**config.mk**
```make
export PLATFORM = sky130hd
export DESIGN_NAME = ascii_integer_parser_flat
export DESIGN_NICKNAME = d
export VERILOG_FILES = /design/src/aip_pkg.sv /design/src/aip_if.sv /design/src/aip_front.sv /design/src/aip_queue.sv /design/src/aip_back.sv /design/src/ascii_integer_parser.sv /design/src/flat_wrapper.sv
export SDC_FILE = /design/constraint.sdc
export NUM_CORES = 1
export LEC_CHECK = 0
export BUFFER_PORTS_ARGS = -buffer_cell sky130_fd_sc_hd__buf_2
export CAP_MARGIN = 40
export CORE_ASPECT_RATIO = 1.25
export CORE_MARGIN = 2
export CORE_UTILIZATION = 63
export CTS_CLUSTER_DIAMETER = 50
export DETAILED_ROUTE_END_ITERATION = 6
export GPL_ROUTABILITY_DRIVEN = 0
export MAX_ROUTING_LAYER = met4
export PLACE_DENSITY_LB_ADDON = 0.05
export SLEW_MARGIN = 25
export SYNTH_ARGS = -nofsm -noshare
export SYNTH_HDL_FRONTEND = slang
export SYNTH_HIERARCHICAL = 1
export SYNTH_SLANG_ARGS = --single-unit
```
**constraint.sdc**
```tcl
create_clock -name clk -period 3.75 [get_ports clk]
set_input_delay 0 -clock clk [delete_from_list [all_inputs] [get_ports clk]]
set_output_delay 0 -clock clk [all_outputs]
set_load 0.01 [all_outputs]
```
**src/aip_pkg.sv**
```systemverilog
// ----------------------------------------------------------------------------
// ASCII integer parser package
// Shared types and constants: character codes, base modes, sign codes and
// the character class that travels from the front end to the parse engine.
// ----------------------------------------------------------------------------
package aip_pkg;

    localparam int CH_W       = 8;
    localparam int OUT_VAL_W  = 32;
    localparam int OUT_OFS_W  = 8;
    localparam int MODE_W     = 2;

    localparam logic [MODE_W-1:0] MODE_AUTO = 2'd0;
    localparam logic [MODE_W-1:0] MODE_DEC  = 2'd1;
    localparam logic [MODE_W-1:0] MODE_HEX  = 2'd2;

    localparam logic [1:0] SIGN_NONE  = 2'd0;
    localparam logic [1:0] SIGN_MINUS = 2'd1;
    localparam logic [1:0] SIGN_PLUS  = 2'd2;

    localparam logic [1:0] HEX_NONE   = 2'd0;
    localparam logic [1:0] HEX_ZERO   = 2'd1;
    localparam logic [1:0] HEX_PREFIX = 2'd2;
    localparam logic [1:0] HEX_DIGIT  = 2'd3;

    localparam logic [CH_W-1:0] CH_NUL     = 8'h00;
    localparam logic [CH_W-1:0] CH_TAB     = 8'h09;
    localparam logic [CH_W-1:0] CH_CR      = 8'h0D;
    localparam logic [CH_W-1:0] CH_SPACE   = 8'h20;
    localparam logic [CH_W-1:0] CH_PLUS    = 8'h2B;
    localparam logic [CH_W-1:0] CH_MINUS   = 8'h2D;
    localparam logic [CH_W-1:0] CH_ZERO    = 8'h30;
    localparam logic [CH_W-1:0] CH_NINE    = 8'h39;
    localparam logic [CH_W-1:0] CH_UPPER_A = 8'h41;
    localparam logic [CH_W-1:0] CH_UPPER_F = 8'h46;
    localparam logic [CH_W-1:0] CH_UPPER_X = 8'h58;
    localparam logic [CH_W-1:0] CH_LOWER_A = 8'h61;
    localparam logic [CH_W-1:0] CH_LOWER_F = 8'h66;
    localparam logic [CH_W-1:0] CH_LOWER_X = 8'h78;
    localparam logic [3:0]      HEX_TEN    = 4'hA;

    typedef struct packed {
        logic       nul;
        logic       ws;
        logic       plus;
        logic       minus;
        logic       x;
        logic       zero;
        logic       dec;
        logic       hex;
        logic [3:0] digit;
    } aip_class_t;

endpackage

```
**src/aip_if.sv**
```systemverilog
// ----------------------------------------------------------------------------
// ASCII integer parser channels
// Valid/ready channels for the character stream and the parse results.
// ----------------------------------------------------------------------------
interface aip_in_if;
    import aip_pkg::*;

    logic            valid;
    logic            ready;
    logic [CH_W-1:0] ch;

    modport source (output valid, output ch, input ready);
    modport sink   (input valid, input ch, output ready);
endinterface

interface aip_out_if;
    import aip_pkg::*;

    logic                        valid;
    logic                        ready;
    logic signed [OUT_VAL_W-1:0] value;
    logic [OUT_OFS_W-1:0]        stop_offset;

    modport source (output valid, output value, output stop_offset, input ready);
    modport sink   (input valid, input value, input stop_offset, output ready);
endinterface

```
**src/aip_front.sv**
```systemverilog
// ----------------------------------------------------------------------------
// ASCII integer parser front end
// Accepts characters and classifies each one for the parse engine.
// ----------------------------------------------------------------------------
module aip_front (
    aip_in_if.sink               chars,
    input  logic                 q_full,
    output logic                 q_push,
    output aip_pkg::aip_class_t  q_data
);
    import aip_pkg::*;

    logic [CH_W-1:0] c;

    assign c            = chars.ch;
    assign chars.ready  = !q_full;
    assign q_push       = chars.valid && !q_full;

    always_comb
    begin
        q_data       = '0;
        q_data.nul   = (c == CH_NUL);
        q_data.ws    = (c inside {[CH_TAB:CH_CR], CH_SPACE});
        q_data.plus  = (c == CH_PLUS);
        q_data.minus = (c == CH_MINUS);
        q_data.x     = (c == CH_LOWER_X) || (c == CH_UPPER_X);
        q_data.zero  = (c == CH_ZERO);
        q_data.dec   = (c inside {[CH_ZERO:CH_NINE]});
        if (c inside {[CH_ZERO:CH_NINE]})
        begin
            q_data.hex   = 1'b1;
            q_data.digit = c[3:0];
        end
        else if (c inside {[CH_LOWER_A:CH_LOWER_F]})
        begin
            q_data.hex   = 1'b1;
            q_data.digit = 4'(c - CH_LOWER_A) + HEX_TEN;
        end
        else if (c inside {[CH_UPPER_A:CH_UPPER_F]})
        begin
            q_data.hex   = 1'b1;
            q_data.digit = 4'(c - CH_UPPER_A) + HEX_TEN;
        end
    end

endmodule

```
**src/aip_queue.sv**
```systemverilog
// ----------------------------------------------------------------------------
// ASCII integer parser queue
// Two-entry queue of classified characters between front end and engine.
// ----------------------------------------------------------------------------
module aip_queue (
    input  logic                 clk,
    input  logic                 rst_n,
    input  logic                 push,
    input  aip_pkg::aip_class_t  push_data,
    output logic                 full,
    input  logic                 pop,
    output aip_pkg::aip_class_t  pop_data,
    output logic                 empty
);
    import aip_pkg::*;

    aip_class_t slot_reg [2];
    logic       wr_ptr_reg, wr_ptr_next;
    logic       rd_ptr_reg, rd_ptr_next;
    logic [1:0] count_reg, count_next;

    assign full     = (count_reg == 2'd2);
    assign empty    = (count_reg == 2'd0);
    assign pop_data = slot_reg[rd_ptr_reg];

    always_comb
    begin
        wr_ptr_next = wr_ptr_reg;
        rd_ptr_next = rd_ptr_reg;
        count_next  = count_reg;
        if (push)
        begin
            wr_ptr_next = !wr_ptr_reg;
        end
        if (pop)
        begin
            rd_ptr_next = !rd_ptr_reg;
        end
        if (push && !pop)
        begin
            count_next = count_reg + 2'd1;
        end
        else if (pop && !push)
        begin
            count_next = count_reg - 2'd1;
        end
    end

    always_ff @(posedge clk or negedge rst_n)
    begin
        if (!rst_n)
        begin
            wr_ptr_reg <= 1'b0;
            rd_ptr_reg <= 1'b0;
            count_reg  <= 2'd0;
        end
        else
        begin
            wr_ptr_reg <= wr_ptr_next;
            rd_ptr_reg <= rd_ptr_next;
            count_reg  <= count_next;
        end
    end

    always_ff @(posedge clk)
    begin
        if (push)
        begin
            slot_reg[wr_ptr_reg] <= push_data;
        end
    end

endmodule

```
**src/aip_back.sv**
```systemverilog
// ----------------------------------------------------------------------------
// ASCII integer parser engine
// Runs the decimal and hex parsers side by side and registers the result.
// ----------------------------------------------------------------------------
module aip_back #(
    parameter int VALUE_WIDTH = 32,
    parameter int MAX_OFFSET  = 255,
    parameter int POS_W       = 8
) (
    input  logic                         clk,
    input  logic                         rst_n,
    input  logic [aip_pkg::MODE_W-1:0]   base_mode,
    input  logic                         q_empty,
    input  aip_pkg::aip_class_t          q_data,
    output logic                         q_pop,
    aip_out_if.source                    results
);
    import aip_pkg::*;

    localparam logic [POS_W-1:0] MAX_POS = POS_W'(MAX_OFFSET);

    logic [POS_W-1:0]       pos_reg, pos_next;
    logic                   dec_phase_reg, dec_phase_next;
    logic [1:0]             dec_sign_reg, dec_sign_next;
    logic [VALUE_WIDTH-1:0] dec_accum_reg, dec_accum_next;
    logic                   dec_done_reg, dec_done_next;
    logic [POS_W-1:0]       dec_stop_reg, dec_stop_next;
    logic [1:0]             hex_phase_reg, hex_phase_next;
    logic [1:0]             hex_sign_reg, hex_sign_next;
    logic [VALUE_WIDTH-1:0] hex_accum_reg, hex_accum_next;
    logic                   hex_done_reg, hex_done_next;
    logic [POS_W-1:0]       hex_stop_reg, hex_stop_next;

    logic                   out_valid_reg, out_valid_next;
    logic [OUT_VAL_W-1:0]   value_reg;
    logic [OUT_OFS_W-1:0]   stop_reg;

    logic                   take_ok;
    logic                   fin;
    logic                   dec_lead, hex_lead;
    logic [VALUE_WIDTH-1:0] dec_val, hex_val, val_sel;
    logic [POS_W-1:0]       dec_ofs, hex_ofs, ofs_sel;
    logic [OUT_VAL_W-1:0]   value_ext;
    logic [OUT_OFS_W-1:0]   stop_ext;

    assign take_ok = !q_data.nul || !out_valid_reg || results.ready;
    assign q_pop   = !q_empty && take_ok;
    assign fin     = q_pop && q_data.nul;

    assign dec_lead = !dec_phase_reg && (dec_sign_reg == SIGN_NONE);
    assign hex_lead = (hex_phase_reg == HEX_NONE) && (hex_sign_reg == SIGN_NONE);

    always_comb
    begin
        pos_next       = pos_reg;
        dec_phase_next = dec_phase_reg;
        dec_sign_next  = dec_sign_reg;
        dec_accum_next = dec_accum_reg;
        dec_done_next  = dec_done_reg;
        dec_stop_next  = dec_stop_reg;
        hex_phase_next = hex_phase_reg;
        hex_sign_next  = hex_sign_reg;
        hex_accum_next = hex_accum_reg;
        hex_done_next  = hex_done_reg;
        hex_stop_next  = hex_stop_reg;
        if (fin)
        begin
            pos_next       = '0;
            dec_phase_next = 1'b0;
            dec_sign_next  = SIGN_NONE;
            dec_accum_next = '0;
            dec_done_next  = 1'b0;
            dec_stop_next  = '0;
            hex_phase_next = HEX_NONE;
            hex_sign_next  = SIGN_NONE;
            hex_accum_next = '0;
            hex_done_next  = 1'b0;
            hex_stop_next  = '0;
        end
        else if (q_pop)
        begin
            if (!dec_done_reg && !(dec_lead && q_data.ws))
            begin
                if (q_data.dec)
                begin
                    dec_phase_next = 1'b1;
                    dec_accum_next = (dec_accum_reg << 3) + (dec_accum_reg << 1)
                                   + VALUE_WIDTH'(q_data.digit);
                end
                else if (dec_lead && q_data.plus)
                begin
                    dec_sign_next = SIGN_PLUS;
                end
                else if (dec_lead && q_data.minus)
                begin
                    dec_sign_next = SIGN_MINUS;
                end
                else
                begin
                    dec_done_next = 1'b1;
                    dec_stop_next = pos_reg;
                end
            end
            if (!hex_done_reg && !(hex_lead && q_data.ws))
            begin
                if (q_data.hex)
                begin
                    if ((hex_phase_reg == HEX_NONE) && q_data.zero)
                    begin
                        hex_phase_next = HEX_ZERO;
                    end
                    else
                    begin
                        hex_phase_next = HEX_DIGIT;
                        hex_accum_next = (hex_accum_reg << 4)
                                       + VALUE_WIDTH'(q_data.digit);
                    end
                end
                else if (hex_lead && q_data.plus)
                begin
                    hex_sign_next = SIGN_PLUS;
                end
                else if (hex_lead && q_data.minus)
                begin
                    hex_sign_next = SIGN_MINUS;
                end
                else if ((hex_phase_reg == HEX_ZERO) && q_data.x)
                begin
                    hex_phase_next = HEX_PREFIX;
                end
                else
                begin
                    hex_done_next = 1'b1;
                    hex_stop_next = pos_reg;
                end
            end
            if (pos_reg < MAX_POS)
            begin
                pos_next = pos_reg + 1'b1;
            end
        end
    end

    always_comb
    begin
        dec_val = (dec_sign_reg == SIGN_MINUS) ? (VALUE_WIDTH'(0) - dec_accum_reg)
                                               : dec_accum_reg;
        hex_val = (hex_sign_reg == SIGN_MINUS) ? (VALUE_WIDTH'(0) - hex_accum_reg)
                                               : hex_accum_reg;
        dec_ofs = dec_done_reg ? dec_stop_reg : pos_reg;
        if ((dec_sign_reg != SIGN_NONE) && !dec_phase_reg)
        begin
            dec_ofs = '0;
        end
        hex_ofs = hex_done_reg ? hex_stop_reg : pos_reg;
        if ((hex_phase_reg == HEX_PREFIX)
            || ((hex_sign_reg != SIGN_NONE) && (hex_phase_reg == HEX_NONE)))
        begin
            hex_ofs = '0;
        end
        case (base_mode)
            MODE_DEC:
            begin
                val_sel = dec_val;
                ofs_sel = dec_ofs;
            end
            MODE_HEX:
            begin
                val_sel = hex_val;
                ofs_sel = hex_ofs;
            end
            MODE_AUTO:
            begin
                val_sel = (dec_val != '0) ? dec_val : hex_val;
                ofs_sel = (dec_val != '0) ? dec_ofs : hex_ofs;
            end
            default:
            begin
                val_sel = '0;
                ofs_sel = '0;
            end
        endcase
    end

    generate
        if (VALUE_WIDTH >= OUT_VAL_W)
        begin : g_val_trunc
            assign value_ext = val_sel[OUT_VAL_W-1:0];
        end
        else
        begin : g_val_sext
            assign value_ext = {{(OUT_VAL_W-VALUE_WIDTH){val_sel[VALUE_WIDTH-1]}}, val_sel};
        end
        if (POS_W >= OUT_OFS_W)
        begin : g_ofs_trunc
            assign stop_ext = ofs_sel[OUT_OFS_W-1:0];
        end
        else
        begin : g_ofs_zext
            assign stop_ext = {{(OUT_OFS_W-POS_W){1'b0}}, ofs_sel};
        end
    endgenerate

    always_comb
    begin
        out_valid_next = out_valid_reg;
        if (fin)
        begin
            out_valid_next = 1'b1;
        end
        else if (results.ready)
        begin
            out_valid_next = 1'b0;
        end
    end

    always_ff @(posedge clk or negedge rst_n)
    begin
        if (!rst_n)
        begin
            pos_reg       <= '0;
            dec_phase_reg <= 1'b0;
            dec_sign_reg  <= SIGN_NONE;
            dec_accum_reg <= '0;
            dec_done_reg  <= 1'b0;
            dec_stop_reg  <= '0;
            hex_phase_reg <= HEX_NONE;
            hex_sign_reg  <= SIGN_NONE;
            hex_accum_reg <= '0;
            hex_done_reg  <= 1'b0;
            hex_stop_reg  <= '0;
            out_valid_reg <= 1'b0;
        end
        else
        begin
            pos_reg       <= pos_next;
            dec_phase_reg <= dec_phase_next;
            dec_sign_reg  <= dec_sign_next;
            dec_accum_reg <= dec_accum_next;
            dec_done_reg  <= dec_done_next;
            dec_stop_reg  <= dec_stop_next;
            hex_phase_reg <= hex_phase_next;
            hex_sign_reg  <= hex_sign_next;
            hex_accum_reg <= hex_accum_next;
            hex_done_reg  <= hex_done_next;
            hex_stop_reg  <= hex_stop_next;
            out_valid_reg <= out_valid_next;
        end
    end

    always_ff @(posedge clk)
    begin
        if (fin)
        begin
            value_reg <= value_ext;
            stop_reg  <= stop_ext;
        end
    end

    assign results.valid       = out_valid_reg;
    assign results.value       = value_reg;
    assign results.stop_offset = stop_reg;

    a_clear_after_nul: assert property (@(posedge clk) disable iff (!rst_n)
        fin |=> (pos_reg == '0) && !dec_done_reg && !hex_done_reg)
        else $error("parse state not cleared after string end");

    a_dec_stop_bound: assert property (@(posedge clk) disable iff (!rst_n)
        dec_done_reg |-> (dec_stop_reg <= pos_reg))
        else $error("decimal stop beyond position");

    a_hex_stop_bound: assert property (@(posedge clk) disable iff (!rst_n)
        hex_done_reg |-> (hex_stop_reg <= pos_reg))
        else $error("hex stop beyond position");

    a_prefix_accum_zero: assert property (@(posedge clk) disable iff (!rst_n)
        (hex_phase_reg == HEX_PREFIX) |-> (hex_accum_reg == '0))
        else $error("hex accumulator set before first digit");

    a_result_from_nul: assert property (@(posedge clk) disable iff (!rst_n)
        $rose(out_valid_reg) |-> $past(fin))
        else $error("result raised without string end");

endmodule

```
**src/ascii_integer_parser.sv**
```systemverilog
// ----------------------------------------------------------------------------
// ASCII integer parser
// Converts a NUL-terminated character stream into a signed integer and the
// offset of the first character not consumed, in decimal, hex or auto base.
//
// Channel chars carries one character per transfer; the value 0 ends a
// string. Channel results carries one value/stop_offset pair per string,
// and nothing for the other characters. base_mode is written through
// cfg_we/cfg_wdata (0 auto, 1 decimal, 2 hex); the user writes it only while
// no string is in flight, the block does not enforce this. Throughput: one
// character per cycle while chars.ready is high. Each character is classified
// on transfer, waits in a two-entry queue, then updates the decimal and hex
// parse state (multiply by ten and shift by four are shift-add paths). The
// result is valid in the cycle after the clock edge that moves the
// terminating NUL out of the queue, into which it was written on its
// transfer. While results is stalled, characters keep flowing into the
// engine; a second NUL waits in the queue until the held result is taken,
// and the queue then fills and deasserts chars.ready. Reset empties the
// queue, clears the parse state and sets base_mode to decimal.
// ----------------------------------------------------------------------------
module ascii_integer_parser #(
    parameter int VALUE_WIDTH = 32,
    parameter int MAX_OFFSET  = 255
) (
    input  logic                       clk,
    input  logic                       rst_n,
    input  logic                       cfg_we,
    input  logic [aip_pkg::MODE_W-1:0] cfg_wdata,
    aip_in_if.sink                     chars,
    aip_out_if.source                  results
);
    import aip_pkg::*;

    localparam int POS_W = $clog2(MAX_OFFSET + 1);

    logic [MODE_W-1:0] base_mode_reg, base_mode_next;
    logic              q_push, q_full, q_pop, q_empty;
    aip_class_t        q_in, q_out;

    always_comb
    begin
        base_mode_next = cfg_we ? cfg_wdata : base_mode_reg;
    end

    always_ff @(posedge clk or negedge rst_n)
    begin
        if (!rst_n)
        begin
            base_mode_reg <= MODE_DEC;
        end
        else
        begin
            base_mode_reg <= base_mode_next;
        end
    end

    aip_front u_front (
        .chars  (chars),
        .q_full (q_full),
        .q_push (q_push),
        .q_data (q_in)
    );

    aip_queue u_queue (
        .clk       (clk),
        .rst_n     (rst_n),
        .push      (q_push),
        .push_data (q_in),
        .full      (q_full),
        .pop       (q_pop),
        .pop_data  (q_out),
        .empty     (q_empty)
    );

    aip_back #(
        .VALUE_WIDTH (VALUE_WIDTH),
        .MAX_OFFSET  (MAX_OFFSET),
        .POS_W       (POS_W)
    ) u_back (
        .clk       (clk),
        .rst_n     (rst_n),
        .base_mode (base_mode_reg),
        .q_empty   (q_empty),
        .q_data    (q_out),
        .q_pop     (q_pop),
        .results   (results)
    );

endmodule
```
**src/flat_wrapper.sv**
```systemverilog
// flat-port wrapper written by rule: the top's interface ports become plain ports
module ascii_integer_parser_flat import aip_pkg::*;
#(
    parameter int VALUE_WIDTH = 32,
    parameter int MAX_OFFSET  = 255
)
  (clk, rst_n, cfg_we, cfg_wdata, chars_valid, chars_ch, chars_ready, results_valid, results_value, results_stop_offset, results_ready);
  aip_in_if chars_i ();
  aip_out_if results_i ();
  input  logic clk;
  input  logic rst_n;
  input  logic cfg_we;
  input  logic [aip_pkg::MODE_W-1:0] cfg_wdata;
  input wire logic [$bits(chars_i.valid)-1:0] chars_valid;
  input wire logic [$bits(chars_i.ch)-1:0] chars_ch;
  output wire logic [$bits(chars_i.ready)-1:0] chars_ready;
  output wire logic [$bits(results_i.valid)-1:0] results_valid;
  output wire logic [$bits(results_i.value)-1:0] results_value;
  output wire logic [$bits(results_i.stop_offset)-1:0] results_stop_offset;
  input wire logic [$bits(results_i.ready)-1:0] results_ready;
  assign chars_i.valid = chars_valid;
  assign chars_i.ch = chars_ch;
  assign chars_ready = chars_i.ready;
  assign results_valid = results_i.valid;
  assign results_value = results_i.value;
  assign results_stop_offset = results_i.stop_offset;
  assign results_i.ready = results_ready;
  ascii_integer_parser #(.VALUE_WIDTH(VALUE_WIDTH), .MAX_OFFSET(MAX_OFFSET)) u_core (.clk(clk), .rst_n(rst_n), .cfg_we(cfg_we), .cfg_wdata(cfg_wdata), .chars(chars_i), .results(results_i));
endmodule
```
==> reports/results.ini <==
[sta]
rsz0062_at_grt=no
slew-limit-headroom_pct=57.7
min_period_over_period_pct=94.7
timing.fmax_ghz=0.282
fin_crit_ns=3.55
tightest_slew_ns=0.634
setup_tns_ns=0
hold_viol_final=0
finalSetupViolCount=0
finClkSkew_ns=0.0127
finalMaxSlewViolations=0

[worst_setup_path]
endpoint_kind=flop
critPathCapture=u_core/u_back/dec_accum_reg[19]
worstPathRequired_ns=4.07
critPathMaxStageDelay_ns=0.51
cp_max_fo=3
crit_buf_inv=0
critical_path_class=reg2reg
worstPathArrival_ns=3.87
reg2reg_depth=12
rrSetupSlack_ns=0.20
crit_path_top_delay_cell=fa_1
crit_cells=12
crit_chain=mux2_2, fa_1, ha_1, a21oi_1, nor2_1, o311ai_1, nand2_1, a311o_1, a311oi_1, o21bai_1, xor2_1, a22o_1
cp-start-kind=flop
cp-startpoint=u_core/u_queue/rd_ptr_reg
critical_path.top_delay_family=compound AO/OA/AOI/OAI gates
reg2reg_from=u_core/u_queue/rd_ptr_reg
reg2reg_to=u_core/u_back/dec_accum_reg[19]

[finish]
mostFrequentLayoutCells=nand2_1, dfrtp_1, a21oi_1
final_common_cell=nand2_1
drive_above_1_share_pct=15.8
syn2layout_area_growth_pct=11.9
antennaDiodeCount=0
fin_nets=1268
post-route-cell-area_sq_um=12300

[synth]
yosys.area.top_type=dfrtp_1
ys_seq_area_share_pct=41.1
synth-seq-cells=168
async_flop_share_pct=61.9
synth_area_sq_um=11000
yosysWarnings=6
synth_edf_count=64
synthCells=1125
synthesis.nets=1209
synth.distinct_cells=84
synth_top_area_share_pct=23.4
avgSynthCellArea_sq_um=9.79
yosys-top-cells-area=dfrtp_1, edfxtp_1, ha_1
synthFlopType=dfrtp_1

[clock_tree]
cts_inserted_buffers=17
ctsRootBufferMaster=clkbuf_16
clock_path_buffers=2
cts_tree=built
clk_pin_slew_ns=0.06
htree_levels=4
insertion_delay_ns=0.43
clock-sinks=168

[die]
fp.dieW_um=122
rows=54
start_util_pct=63.7
die_h_um=152
die_area_sq_um=18600
ioPinCount=57
core_sq_um=17300

[placed_design]
numPortBuffers=56
dpl.hpwl_mm=19.0
placed_area_sq_um=11600

[power_and_ir_drop]
ir_drop_uv=613
p_leak_uw=0.00546
power_density_nw_per_um2=721

[global_route]
grt_pass1_vias=8670
grt_max_degree=105
grt_pass1_wl_mm=42.6
grt_usage_pct=29.9
antenna_found_initial=0
grt.overflow.total=0

[detailed_routing]
drt_iter0_drc=554
drc=0
viasPerCell=6.17
first_pass_iters=5
drtAntennaViolNets=0
vias=8768
postRouteWirelength_mm=26.2
detail_route.wl_per_cell_um=18.4

[run]
maxCapViolCount=0

[min_path]
hp-class=in2reg

[outcome]
status=complete, no violations

-- logic make-up (layout without fill, tap and decap cells) --
group           after synthesis  after routing  synth area share (%)
simple gates                365            365                  16.8
compound gates              286            286                  18.1
flops                       168            168                  41.1
xor+xnor                     95             95                  7.55
buf+inv                      94            166                  3.63
fa+ha+maj                    69             69                  7.97
mux                          48             48                  4.85
-- timing repair --
action | CTS | global route
setup buffers | 0 | 1
resized for setup | 0 | 7
endpoints found under the setup margin | 0 | 13
hold buffers | 13 | 0
endpoints found under the hold margin | 96 | 0
-- Yosys cell counts, drive strengths merged (3+ instances only) --
cell / instances
mux2: 16
and3: 6
nand4b: 3
a32o: 3
a211oi: 8
nand4: 7
a41oi: 6
a22o: 28
a31oi: 13
or2: 8
clkbuf: 48
buf: 18
o41ai: 8
mux2i: 32
nand3: 15
nor2b: 16
nor3b: 3
or4: 7
nor3: 28
o31ai: 12
edfxtp: 64
nor2: 88
xnor2: 50
o21bai: 9
or3: 15
xor2: 45
o22ai: 37
a21oi: 91
o21ai: 28
nand3b: 3
and2: 4
nand2: 124
nand2b: 13
nor4b: 3
o2111ai: 3
o211ai: 5
dfrtp: 103
nor4: 14
ha: 67
a21o: 14
inv: 28
-- worst register-to-register path, delay by kind of cell, from the launching register on --
kind | cells | cell delay (ns)
flops | 1 | 0.38
xor+xnor | 1 | 0.15
compound gates | 6 | 1.48
mux | 1 | 0.37
simple gates | 2 | 0.24
fa+ha+maj | 2 | 0.82
-- power by group --
| group | leakage, uW | switching, uW | internal [uW] | total [uW] |
|---|---|---|---|---|
| Clock | 0.000277 | 779 | 908 | 1690 |
| Combinational | 0.00314 | 2840 | 1600 | 4440 |
| Sequential | 0.00204 | 297 | 2460 | 2760 |
| Total | 0.00546 | 3920 | 4980 | 8890 |
-- cell type report --
type                       count  area, sq um
clock buffer                  20          458
clock inverter                12          101
fill                        1372         4970
inverter                      28          105
multi-input combinational    863         6120
sequential                   168         4530
tap                          224          280
timing repair buffer         106          736
-- per-layer routing --
layer / part of all wire, % / wire [um] / GRT usage [%]
met1: 40 / 10400 / 33.6
met2: 53 / 13900 / 52.3
met3: 3.6 / 950 / 4.02
met4: 3.6 / 941 / 12.9
met5: 0 / 0 / -
-- worst min-delay path by stage --
stage                     slack (ns)        start                              end  depth (start not counted)
after floorplan                -0.30        rst_n          u_core/base_mode_reg[1]                          0
final                           0.03  chars_ch[3]    u_core/u_queue/slot_reg[1][3]                          2
after CTS                      0.003  chars_ch[3]    u_core/u_queue/slot_reg[1][3]                          2
after global routing            0.03  chars_ch[3]    u_core/u_queue/slot_reg[1][3]                          2
after global placement          0.18        rst_n  u_core/u_back/dec_accum_reg[22]                          1
after detailed placement       -0.08        rst_n  u_core/u_back/dec_accum_reg[22]                          1
-- through the flow --
step	power (uW)	utilization, %	worst slack (ns)	hold WS, ns	cells
global route	9430	71.3	0.00987	0.0278	1421
CTS	8870	71.2	0.0485	0.00284	1420
detailed placement	7160	67.2	0.0463	-0.0829	1375
floorplan	5960	-	0.291	-0.296	1125
global placement	7080	67.0	0.114	0.183	1373
finish	8890	71.3	0.199	0.0258	1421
No activity file was read; power rests on OpenSTA's default activity.
